## src/rtl/core/pgse_pkg.sv

```systemverilog
// Shared constants and types for the grayscale PNG stored-block encoder.
package pgse_pkg;

   localparam int MAX_DIM_DEF     = 16384;
   localparam int BLOCK_MAX_DEF   = 65535;
   localparam int DIM_W           = 15;
   localparam int RAW_W           = 29;
   localparam logic [16:0] ADLER_MOD = 17'd65521;
   localparam logic [31:0] CRC_POLY  = 32'hEDB88320;

   localparam logic CSR_WIDTH  = 1'b0;
   localparam logic CSR_HEIGHT = 1'b1;

   // Emission phases of the byte sequencer.
   localparam logic [3:0] PH_PIXEL = 4'd0;
   localparam logic [3:0] PH_SIG   = 4'd1;
   localparam logic [3:0] PH_IHDR  = 4'd2;
   localparam logic [3:0] PH_IDATH = 4'd3;
   localparam logic [3:0] PH_BLKH  = 4'd4;
   localparam logic [3:0] PH_FILT  = 4'd5;
   localparam logic [3:0] PH_PIX   = 4'd6;
   localparam logic [3:0] PH_TAIL  = 4'd7;

   typedef logic [7:0] byte_type;

   function automatic logic [31:0] crc_table(input logic [7:0] idx);
      logic [31:0] c;
      c = {24'd0, idx};
      for (int k = 0; k < 8; k++) begin
         c = c[0] ? ((c >> 1) ^ CRC_POLY) : (c >> 1);
      end
      return c;
   endfunction

   function automatic logic [31:0] crc_step(input logic [31:0] c, input logic [7:0] b);
      return (c >> 8) ^ crc_table(c[7:0] ^ b);
   endfunction

   function automatic byte_type be_byte(input logic [31:0] v, input logic [1:0] i);
      return v[31 - 8*i -: 8];
   endfunction

endpackage

```

## src/rtl/core/png_gray_stored_encoder_top.sv

```systemverilog
// Top level of the grayscale PNG encoder using zlib stored blocks.
//
// Pixels enter on the req_ channel in raster order, one 8-bit value per
// transaction. Bytes of the PNG file leave on the rsp_ channel, one byte
// per transaction, with rsp_run_end on the last byte caused by a pixel and
// rsp_image_end on the last byte of the file. Width and height are written
// on the csr_ port while idle and are latched at the first pixel of a frame.
// A byte sequencer emits one byte per cycle into an output register while
// the output is not stalled; pixels inside a block then stream at one per
// cycle. The first pixel of a frame also emits the signature, IHDR and
// IDAT head, a pixel opening a row the filter byte, one opening a stored
// block the five-byte block header, and the last pixel the trailer. The
// CRC is one table lookup per byte. req_stall is high while the sequencer
// is busy, except while a non-final pixel byte goes out, or while the
// output register is full and stalled. rsp_stall holds rsp_ bytes
// unchanged. Reset empties the output register, drops any frame in
// progress and restores 16 by 16.
module png_gray_stored_encoder_top #(
   parameter int MAX_DIM          = pgse_pkg::MAX_DIM_DEF,
   parameter int STORED_BLOCK_MAX = pgse_pkg::BLOCK_MAX_DEF
) (
   input  logic                     clock,
   input  logic                     reset,
   input  logic                     csr_write,
   input  logic                     csr_index,
   input  logic [pgse_pkg::DIM_W-1:0] csr_data,
   input  logic                     req_valid,
   output logic                     req_stall,
   input  logic [7:0]               req_pixel,
   output logic                     rsp_valid,
   input  logic                     rsp_stall,
   output logic [7:0]               rsp_out_byte,
   output logic                     rsp_run_end,
   output logic                     rsp_image_end
);
   import pgse_pkg::*;

   localparam int MAXD_I = (MAX_DIM > 32767) ? 32767 : MAX_DIM;
   localparam logic [DIM_W-1:0] MAXD = DIM_W'(MAXD_I);
   localparam logic [15:0] BMAX = 16'(STORED_BLOCK_MAX);
   // Block count by reciprocal multiply, exact for numerators below 2**30.
   localparam int BLK_L = $clog2(STORED_BLOCK_MAX);
   localparam int DIV_S = 30 + BLK_L;
   localparam logic [31:0] DIV_M =
      32'(((64'd1 << DIV_S) + 64'(STORED_BLOCK_MAX) - 64'd1) / 64'(STORED_BLOCK_MAX));

   logic [DIM_W-1:0] width_ff, height_ff, width_in, height_in;
   logic [DIM_W-1:0] lw_ff, lh_ff, lw_in, lh_in;
   logic [DIM_W-1:0] col_ff, col_in, row_ff, row_in;
   logic [15:0] blk_ff, blk_in;
   logic [RAW_W-1:0] raw_ff, raw_in;
   logic [15:0] sa_ff, sa_in, sb_ff, sb_in;
   logic [31:0] crc_ff, crc_in, hcrc_ff, hcrc_in;
   logic [31:0] zlen_ff, zlen_in;
   logic [RAW_W-1:0] nblk_ff, nblk_in;
   logic started_ff, started_in;
   logic [3:0] ph_ff, ph_in;
   logic [4:0] idx_ff, idx_in;
   logic busy_ff, busy_in;
   logic [7:0] pix_ff, pix_in;
   logic ov_ff, ov_in, ore_ff, ore_in, oie_ff, oie_in;
   logic [7:0] ob_ff, ob_in;
   logic last_ff, last_in;
   logic [1:0] setup_ff, setup_in;
   logic fdone_ff, fdone_in;

   logic out_free, accept, emit, done_pix;
   byte_type b;
   logic bcrc, hcrc_on, bend, bimg;
   logic [RAW_W-1:0] rawp;
   logic [15:0] n16;
   logic [DIM_W-1:0] cw, ch;
   logic [16:0] a_s, b_s;
   logic [16:0] a_n, b_n;
   logic [31:0] crcsel;
   logic [29:0] ceil_num;
   logic [61:0] quot_prod;

   assign out_free  = !ov_ff || !rsp_stall;
   assign emit      = busy_ff && out_free;
   // A plain pixel byte going out frees the input in the same cycle.
   assign done_pix  = emit && ph_ff == PH_PIX && !last_ff;
   assign req_stall = (busy_ff && !done_pix) || !out_free;
   assign accept    = req_valid && !req_stall;

   assign rsp_valid     = ov_ff;
   assign rsp_out_byte  = ob_ff;
   assign rsp_run_end   = ore_ff;
   assign rsp_image_end = oie_ff;

   assign cw = (width_ff < DIM_W'(2)) ? DIM_W'(2) : (width_ff > MAXD ? MAXD : width_ff);
   assign ch = (height_ff < DIM_W'(1)) ? DIM_W'(1) : (height_ff > MAXD ? MAXD : height_ff);
   assign n16 = (raw_ff > RAW_W'(BMAX)) ? BMAX : raw_ff[15:0];

   always_comb begin
      b = 8'd0; bcrc = 1'b0; hcrc_on = 1'b0; bend = 1'b0; bimg = 1'b0;
      case (ph_ff)
         PH_SIG: begin
            case (idx_ff[2:0])
               3'd0: b = 8'h89; 3'd1: b = 8'h50; 3'd2: b = 8'h4E; 3'd3: b = 8'h47;
               3'd4: b = 8'h0D; 3'd5: b = 8'h0A; 3'd6: b = 8'h1A; default: b = 8'h0A;
            endcase
         end
         PH_IHDR: begin
            hcrc_on = (idx_ff >= 5'd4) && (idx_ff < 5'd21);
            case (idx_ff)
               5'd3: b = 8'd13;
               5'd4: b = "I"; 5'd5: b = "H"; 5'd6: b = "D"; 5'd7: b = "R";
               5'd8, 5'd9, 5'd10, 5'd11:
                  b = be_byte({17'd0, lw_ff}, idx_ff[1:0]);
               5'd12, 5'd13, 5'd14, 5'd15:
                  b = be_byte({17'd0, lh_ff}, idx_ff[1:0]);
               5'd16: b = 8'd8;
               5'd21, 5'd22, 5'd23, 5'd24:
                  b = be_byte(~hcrc_ff, idx_ff[1:0] - 2'd1);
               default: b = 8'd0;
            endcase
         end
         PH_IDATH: begin
            bcrc = idx_ff >= 5'd4;
            case (idx_ff)
               5'd0, 5'd1, 5'd2, 5'd3: b = be_byte(zlen_ff, idx_ff[1:0]);
               5'd4: b = "I"; 5'd5: b = "D"; 5'd6: b = "A"; 5'd7: b = "T";
               5'd8: b = 8'h78;
               default: b = 8'h01;
            endcase
         end
         PH_BLKH: begin
            bcrc = 1'b1;
            case (idx_ff[2:0])
               3'd0: b = {7'd0, RAW_W'(n16) == raw_ff};
               3'd1: b = n16[7:0];
               3'd2: b = n16[15:8];
               3'd3: b = ~n16[7:0];
               default: b = ~n16[15:8];
            endcase
         end
         PH_FILT: begin bcrc = 1'b1; b = 8'd0; end
         PH_PIX: begin bcrc = 1'b1; b = pix_ff; bend = !last_ff; end
         PH_TAIL: begin
            bcrc = idx_ff < 5'd4;
            bend = idx_ff == 5'd19;
            bimg = bend;
            case (idx_ff)
               5'd0, 5'd1, 5'd2, 5'd3: b = be_byte({sb_ff, sa_ff}, idx_ff[1:0]);
               5'd4, 5'd5, 5'd6, 5'd7: b = be_byte(~crc_ff, idx_ff[1:0]);
               5'd12: b = "I"; 5'd13: b = "E"; 5'd14: b = "N"; 5'd15: b = "D";
               5'd16: b = 8'hAE; 5'd17: b = 8'h42; 5'd18: b = 8'h60;
               5'd19: b = 8'h82;
               default: b = 8'd0;
            endcase
         end
         default: b = 8'd0;
      endcase
   end

   assign crcsel = crc_step(crc_ff, b);
   assign a_s = {1'b0, sa_ff} + {9'd0, b};
   assign a_n = (a_s >= ADLER_MOD) ? a_s - ADLER_MOD : a_s;
   assign b_s = {1'b0, sb_ff} + a_n;
   assign b_n = (b_s >= ADLER_MOD) ? b_s - ADLER_MOD : b_s;
   assign rawp = RAW_W'(lh_ff) * RAW_W'({1'b0, lw_ff} + 16'd1);
   assign ceil_num = {1'b0, raw_ff} + 30'(STORED_BLOCK_MAX - 1);
   assign quot_prod = 62'(ceil_num) * 62'(DIV_M);

   always_comb begin
      width_in = width_ff; height_in = height_ff; lw_in = lw_ff; lh_in = lh_ff;
      col_in = col_ff; row_in = row_ff; blk_in = blk_ff; raw_in = raw_ff;
      sa_in = sa_ff; sb_in = sb_ff; crc_in = crc_ff; hcrc_in = hcrc_ff;
      zlen_in = zlen_ff; nblk_in = nblk_ff; started_in = started_ff;
      ph_in = ph_ff; idx_in = idx_ff; busy_in = busy_ff; pix_in = pix_ff;
      ov_in = ov_ff; ore_in = ore_ff; oie_in = oie_ff; ob_in = ob_ff;
      last_in = last_ff; setup_in = setup_ff; fdone_in = fdone_ff;

      if (csr_write) begin
         if (csr_index == CSR_WIDTH) width_in = csr_data;
         else height_in = csr_data;
      end
      if (ov_ff && !rsp_stall) ov_in = 1'b0;

      // Frame setup beside the signature: raw length, block count, zlib length.
      if (setup_ff == 2'd3) begin
         raw_in = rawp; setup_in = 2'd2;
      end else if (setup_ff == 2'd2) begin
         nblk_in = RAW_W'(quot_prod >> DIV_S); setup_in = 2'd1;
      end else if (setup_ff == 2'd1) begin
         zlen_in = 32'd6 + 32'd5 * 32'(nblk_ff) + 32'(raw_ff);
         setup_in = 2'd0;
      end

      if (emit) begin
         ov_in = 1'b1; ob_in = b;
         oie_in = bimg;
         ore_in = bend;
         if (hcrc_on) hcrc_in = crc_step(hcrc_ff, b);
         if (bcrc) crc_in = crcsel;
         idx_in = idx_ff + 5'd1;
         case (ph_ff)
            PH_SIG: if (idx_ff == 5'd7) begin ph_in = PH_IHDR; idx_in = 5'd0; end
            PH_IHDR: if (idx_ff == 5'd24) begin ph_in = PH_IDATH; idx_in = 5'd0; end
            PH_IDATH: if (idx_ff == 5'd9) begin
               ph_in = PH_BLKH; idx_in = 5'd0;
            end
            PH_BLKH: if (idx_ff == 5'd4) begin
               blk_in = n16;
               ph_in = (col_ff == '0 && !fdone_ff) ? PH_FILT : PH_PIX; idx_in = 5'd0;
            end
            PH_FILT, PH_PIX: begin
               sa_in = a_n[15:0]; sb_in = b_n[15:0];
               blk_in = blk_ff - 16'd1; raw_in = raw_ff - RAW_W'(1);
               idx_in = 5'd0;
               if (ph_ff == PH_FILT) begin
                  ph_in = (blk_ff == 16'd1) ? PH_BLKH : PH_PIX;
                  fdone_in = 1'b1;
               end else begin
                  if (col_ff + DIM_W'(1) >= lw_ff) begin
                     col_in = '0; row_in = row_ff + DIM_W'(1);
                  end else col_in = col_ff + DIM_W'(1);
                  if (last_ff) ph_in = PH_TAIL;
                  else begin busy_in = 1'b0; ph_in = PH_PIXEL; end
               end
            end
            PH_TAIL: if (idx_ff == 5'd19) begin
               busy_in = 1'b0; ph_in = PH_PIXEL; started_in = 1'b0;
               col_in = '0; row_in = '0; blk_in = 16'd0; raw_in = '0;
               sa_in = 16'd1; sb_in = 16'd0; crc_in = '1;
            end
            default: ph_in = PH_PIXEL;
         endcase
      end

      // Decide on the counters as they stand after this cycle's byte.
      if (accept) begin
         pix_in = req_pixel;
         busy_in = 1'b1;
         fdone_in = 1'b0;
         last_in = (col_in + DIM_W'(1) >= (started_ff ? lw_ff : cw)) &&
                   (row_in + DIM_W'(1) >= (started_ff ? lh_ff : ch));
         if (!started_ff) begin
            lw_in = cw; lh_in = ch; started_in = 1'b1;
            ph_in = PH_SIG; idx_in = 5'd0; setup_in = 2'd3;
            hcrc_in = '1; crc_in = '1; sa_in = 16'd1; sb_in = 16'd0; blk_in = 16'd0;
         end else if (col_in == '0) begin
            ph_in = (blk_in == 16'd0) ? PH_BLKH : PH_FILT; idx_in = 5'd0;
         end else begin
            ph_in = (blk_in == 16'd0) ? PH_BLKH : PH_PIX; idx_in = 5'd0;
         end
      end
   end

   always_ff @(posedge clock) begin
      if (reset) begin
         width_ff <= DIM_W'(16); height_ff <= DIM_W'(16);
         lw_ff <= DIM_W'(2); lh_ff <= DIM_W'(1);
         col_ff <= '0; row_ff <= '0; blk_ff <= '0; raw_ff <= '0;
         sa_ff <= 16'd1; sb_ff <= '0; crc_ff <= '1; hcrc_ff <= '1;
         started_ff <= 1'b0; ph_ff <= PH_PIXEL; idx_ff <= '0;
         busy_ff <= 1'b0; ov_ff <= 1'b0; setup_ff <= 2'd0; last_ff <= 1'b0;
         fdone_ff <= 1'b0;
      end else begin
         width_ff <= width_in; height_ff <= height_in; lw_ff <= lw_in; lh_ff <= lh_in;
         col_ff <= col_in; row_ff <= row_in; blk_ff <= blk_in; raw_ff <= raw_in;
         sa_ff <= sa_in; sb_ff <= sb_in; crc_ff <= crc_in; hcrc_ff <= hcrc_in;
         started_ff <= started_in; ph_ff <= ph_in; idx_ff <= idx_in;
         busy_ff <= busy_in; ov_ff <= ov_in; setup_ff <= setup_in; last_ff <= last_in;
         fdone_ff <= fdone_in;
      end
      zlen_ff <= zlen_in; nblk_ff <= nblk_in; pix_ff <= pix_in;
      ob_ff <= ob_in; ore_ff <= ore_in; oie_ff <= oie_in;
   end

endmodule
```

## config.mk

```make
export PLATFORM = sky130hd
export DESIGN_NAME = png_gray_stored_encoder_top
export DESIGN_NICKNAME = d
export VERILOG_FILES = /design/src/rtl/core/pgse_pkg.sv /design/src/rtl/core/png_gray_stored_encoder_top.sv
export SDC_FILE = /design/constraint.sdc
export NUM_CORES = 2
export LEC_CHECK = 0
export BUFFER_PORTS_ARGS = -buffer_cell sky130_fd_sc_hd__buf_2
export CORE_ASPECT_RATIO = 0.8
export CORE_UTILIZATION = 63
export DETAILED_ROUTE_END_ITERATION = 10
export GPL_TIMING_DRIVEN = 0
export PLACE_DENSITY = 0.8
export SLEW_MARGIN = 40
export SYNTH_ARGS = -nofsm -noshare
export SYNTH_HDL_FRONTEND = slang
export SYNTH_SLANG_ARGS = --single-unit
export TNS_END_PERCENT = 10
```

## constraint.sdc

```tcl
create_clock -name clock -period 20.8 [get_ports clock]
set_input_delay 5.2 -clock clock [delete_from_list [all_inputs] [get_ports clock]]
set_output_delay 5.2 -clock clock [all_outputs]
set_load 0.05 [all_outputs]
```

==> results.sh <==
export IMPL_cp_start_kind="flip-flop"
export IMPL_tightest_slew_ps=926
export IMPL_mappedNetlistArea_um2=33100
export IMPL_vdd_drop_max_v=0.0000736
export IMPL_cp_max_fo=10
export IMPL_synth_edf_count=63
export IMPL_finClkSkew_ps=22.7
export IMPL_clk_path_buf_depth=3
export IMPL_die_h_um=207
export IMPL_power_frac_comb_pct=25.2
export IMPL_drive_gt1_share_pct=5.57
export IMPL_grt_antenna_before_repair=4
export IMPL_drtAntennaViolNets=0
export IMPL_p_sw_w=0.000589
export IMPL_path_clk_slew_ps=70
export IMPL_drc_errors=0
export IMPL_status="completed"
export IMPL_cp_slowest_cell="nor4b_4"
export IMPL_worstHoldPathType="flip-flop to flip-flop"
export IMPL_die_area_um2=53500
export IMPL_hpwl_mm=83.2
export IMPL_ys_ff_latch=309
export IMPL_wl_per_cell_um=22.2
export IMPL_cp_num_buf_inv=7
export IMPL_cp_top_family="compound AO/OA/AOI/OAI gates"
export IMPL_slowest_delay_ps=690
export IMPL_firstDrtPassIters=7
export IMPL_gp_congestion=1.02
export IMPL_synth_distinct_cells=102
export IMPL_syn_inst=3976
export IMPL_drt_wl_total_mm=106
export IMPL_clkLatencyLatePin_ps=550
export IMPL_vias_per_cell=6.46
export IMPL_synth_fp_nets=4558
export IMPL_clkPwrFrac_pct=39.1
export IMPL_grtUsageTotal_pct=39.3
export IMPL_drv_cap=0
export IMPL_post_route_util_pct=69.1
export IMPL_post_cts_buffers=0
export IMPL_cts_tree="done"
export IMPL_maxSlewViolCount=0
export IMPL_start_util_pct=64.4
export IMPL_nets=4636
export IMPL_ios=41
export IMPL_hold_buffers=0
export IMPL_switching_share_pct=32.3
export IMPL_die_x_um=258
export IMPL_p_leak_nw=15.7
export IMPL_vias=30700
export IMPL_hold_viol_final=0
export IMPL_worstPathArrival_ps=12360
export IMPL_core_um2=51500
export IMPL_synthTopCellsByArea="dfxtp_1, ha_1, fa_1, edfxtp_1, xnor2_1"
export IMPL_synth_warnings=0
export IMPL_critPathKind="flip-flop to flip-flop"
export IMPL_rsz0062_at_grt="no"
export IMPL_finalSetupTns_ps=0
export IMPL_grt_max_degree=24
export IMPL_ys_seq_area_share_pct=20.6
export IMPL_yosysMostFrequentCell="nand2_1"
export IMPL_syn_avg_cell_area_um2=8.33
export IMPL_grt_pass1_wl_mm=165
export IMPL_timing_final_crit_share_pct=57.4
export IMPL_drt_iter0_markers=4115
export IMPL_root_buffer="clkbuf_16"
export IMPL_power_frac_seq_pct=35.6
export IMPL_diodes=0
export IMPL_max_freq_mhz=83.7
export IMPL_yosysTopAreaCellShare_pct=14.9
export IMPL_ys_flop_type="dfxtp_1"
export IMPL_clock_sinks=309
export IMPL_setup_viol=0
export IMPL_n_fill_cell=4217
export IMPL_yosysTopAreaCell="dfxtp_1"
export IMPL_power_density_nw_per_um2=51.2
export IMPL_numCtsBuffers=35
export IMPL_htreeDepth=2
export IMPL_slew_headroom_pct=37.8
export IMPL_min_period_ps=11940
export IMPL_grt_pass1_vias=28900
export IMPL_area_growth_pct=7.41
export IMPL_synthArstFlopShare_pct=0
export IMPL_worstSetupEndpointType="flip-flop"
export IMPL_worstPathRequired_ps=21210
export IMPL_rows=74
export IMPL_post_cts_resized=0
export IMPL_grt_overflow=0
export IMPL_synth_commonest_cells="nand2_1, ha_1, inv_1"
export IMPL_io_buffers=40
export IMPL_p_int_w=0.00123
[placed cells by master, fill, tap and decap left out, drive strengths merged, types with 32 or more instances in the layout]
master  netlist  routed
nand2       463     463
ha          355     355
inv         336     337
nor2        286     286
dfxtp       246     246
xnor2       235     235
a21oi       233     233
clkbuf      177     220
fa          198     198
o21ai       195     195
nand3       102     102
and2         98      98
xor2         96      96
nor3         96      96
buf          35      75
edfxtp       63      63
o211ai       51      51
nor2b        50      50
a22oi        49      49
a21o         44      44
nor4         39      39
and3         34      34
a211oi       33      33
nand2b       32      32
[flip-flops by register name, summed over array words and instances (netlist names), 5 cells and up]
register / cells
hcrc_ff: 32
col_ff: 15
blk_ff: 16
width_ff: 15
row_ff: 15
raw_ff: 29
zlen_ff: 30
rsp_out_byte: 8
lw_ff: 15
sa_ff: 16
pix_ff: 8
crc_ff: 32
lh_ff: 15
height_ff: 15
sb_ff: 16
idx_ff: 5
nblk_ff: 15
[cells by family after synthesis]
kind of cell             after synthesis  share of synthesized area, %
buffers and inverters                551                          6.36
AND/OR/NAND/NOR                     1352                          19.8
XOR/XNOR                             331                          9.45
multiplexers                          53                          2.44
AO/OA/AOI/OAI                        826                          16.0
adder cells (fa/ha/maj)              553                          25.4
other                                  1                        0.0113
flip-flops                           309                          20.6
[layout make-up]
type	instances	area (um^2)	share of cell area, %
multi-input combinational	3116	24300	68.3
timing repair buffer	41	215	0.605
inverter	339	1270	3.58
sequential	309	6820	19.2
buffer	212	847	2.38
clock buffer	42	975	2.74
clock inverter	19	305	0.858
tap	684	856	2.40
[worst register-to-register path, delay by kind of cell, from the launching register on]
family,cells,cell delay (ps)
AOI/OAI and AO/OA,13,4260
buffers and inverters,7,2000
adders and majority gates,4,1600
DFF,1,370
xor gates and xnor gates,2,590
and+or+nand+nor,11,2980
[power groups by stage]
stage / sequential [W] / clock (W) / combinational (W)
after floorplan: 0.000660 / 0 / 0.000320
after global placement: 0.000661 / 0 / 0.000431
after global routing: 0.000650 / 0.000735 / 0.000499
after CTS: 0.000648 / 0.000708 / 0.000447
after detailed placement: 0.000661 / 0 / 0.000442
final: 0.000649 / 0.000713 / 0.000460
[layer usage]
layer,GRT usage [%],wire (um)
met2,55.0,43100
met3,12.8,14700
met1,57.6,44900
met5,0,13
met4,10.4,2730
[through the flow]
stage / instance area, um^2 / setup slack (ps) / power, W / instances / hold WS (ps)
4_1_cts: 35600 / 9050 / 0.00180 / 4762 / 486
3_3_place_gp: 34200 / 9300 / 0.00109 / 4700 / 475
3_5_place_dp: 34300 / 9160 / 0.00110 / 4701 / 478
5_1_grt: 35600 / 8280 / 0.00188 / 4762 / 514
2_1_floorplan: 33100 / 9870 / 0.000980 / 3976 / 445
6_report: 35600 / 8860 / 0.00182 / 4762 / 493
[worst paths after layout]
| check | slack (ps) | depth (start not counted) | end | from |
|---|---|---|---|---|
| hold reg to reg | 490 | 2 | width_ff[1] | width_ff[1] |
| setup / recovery | 8860 | 37 | sb_ff[5] | idx_ff[1] |
| hold / removal | 490 | 2 | width_ff[1] | width_ff[1] |
| setup reg to reg | 8860 | 37 | sb_ff[5] | idx_ff[1] |
No activity file was read; power rests on OpenSTA's default activity.
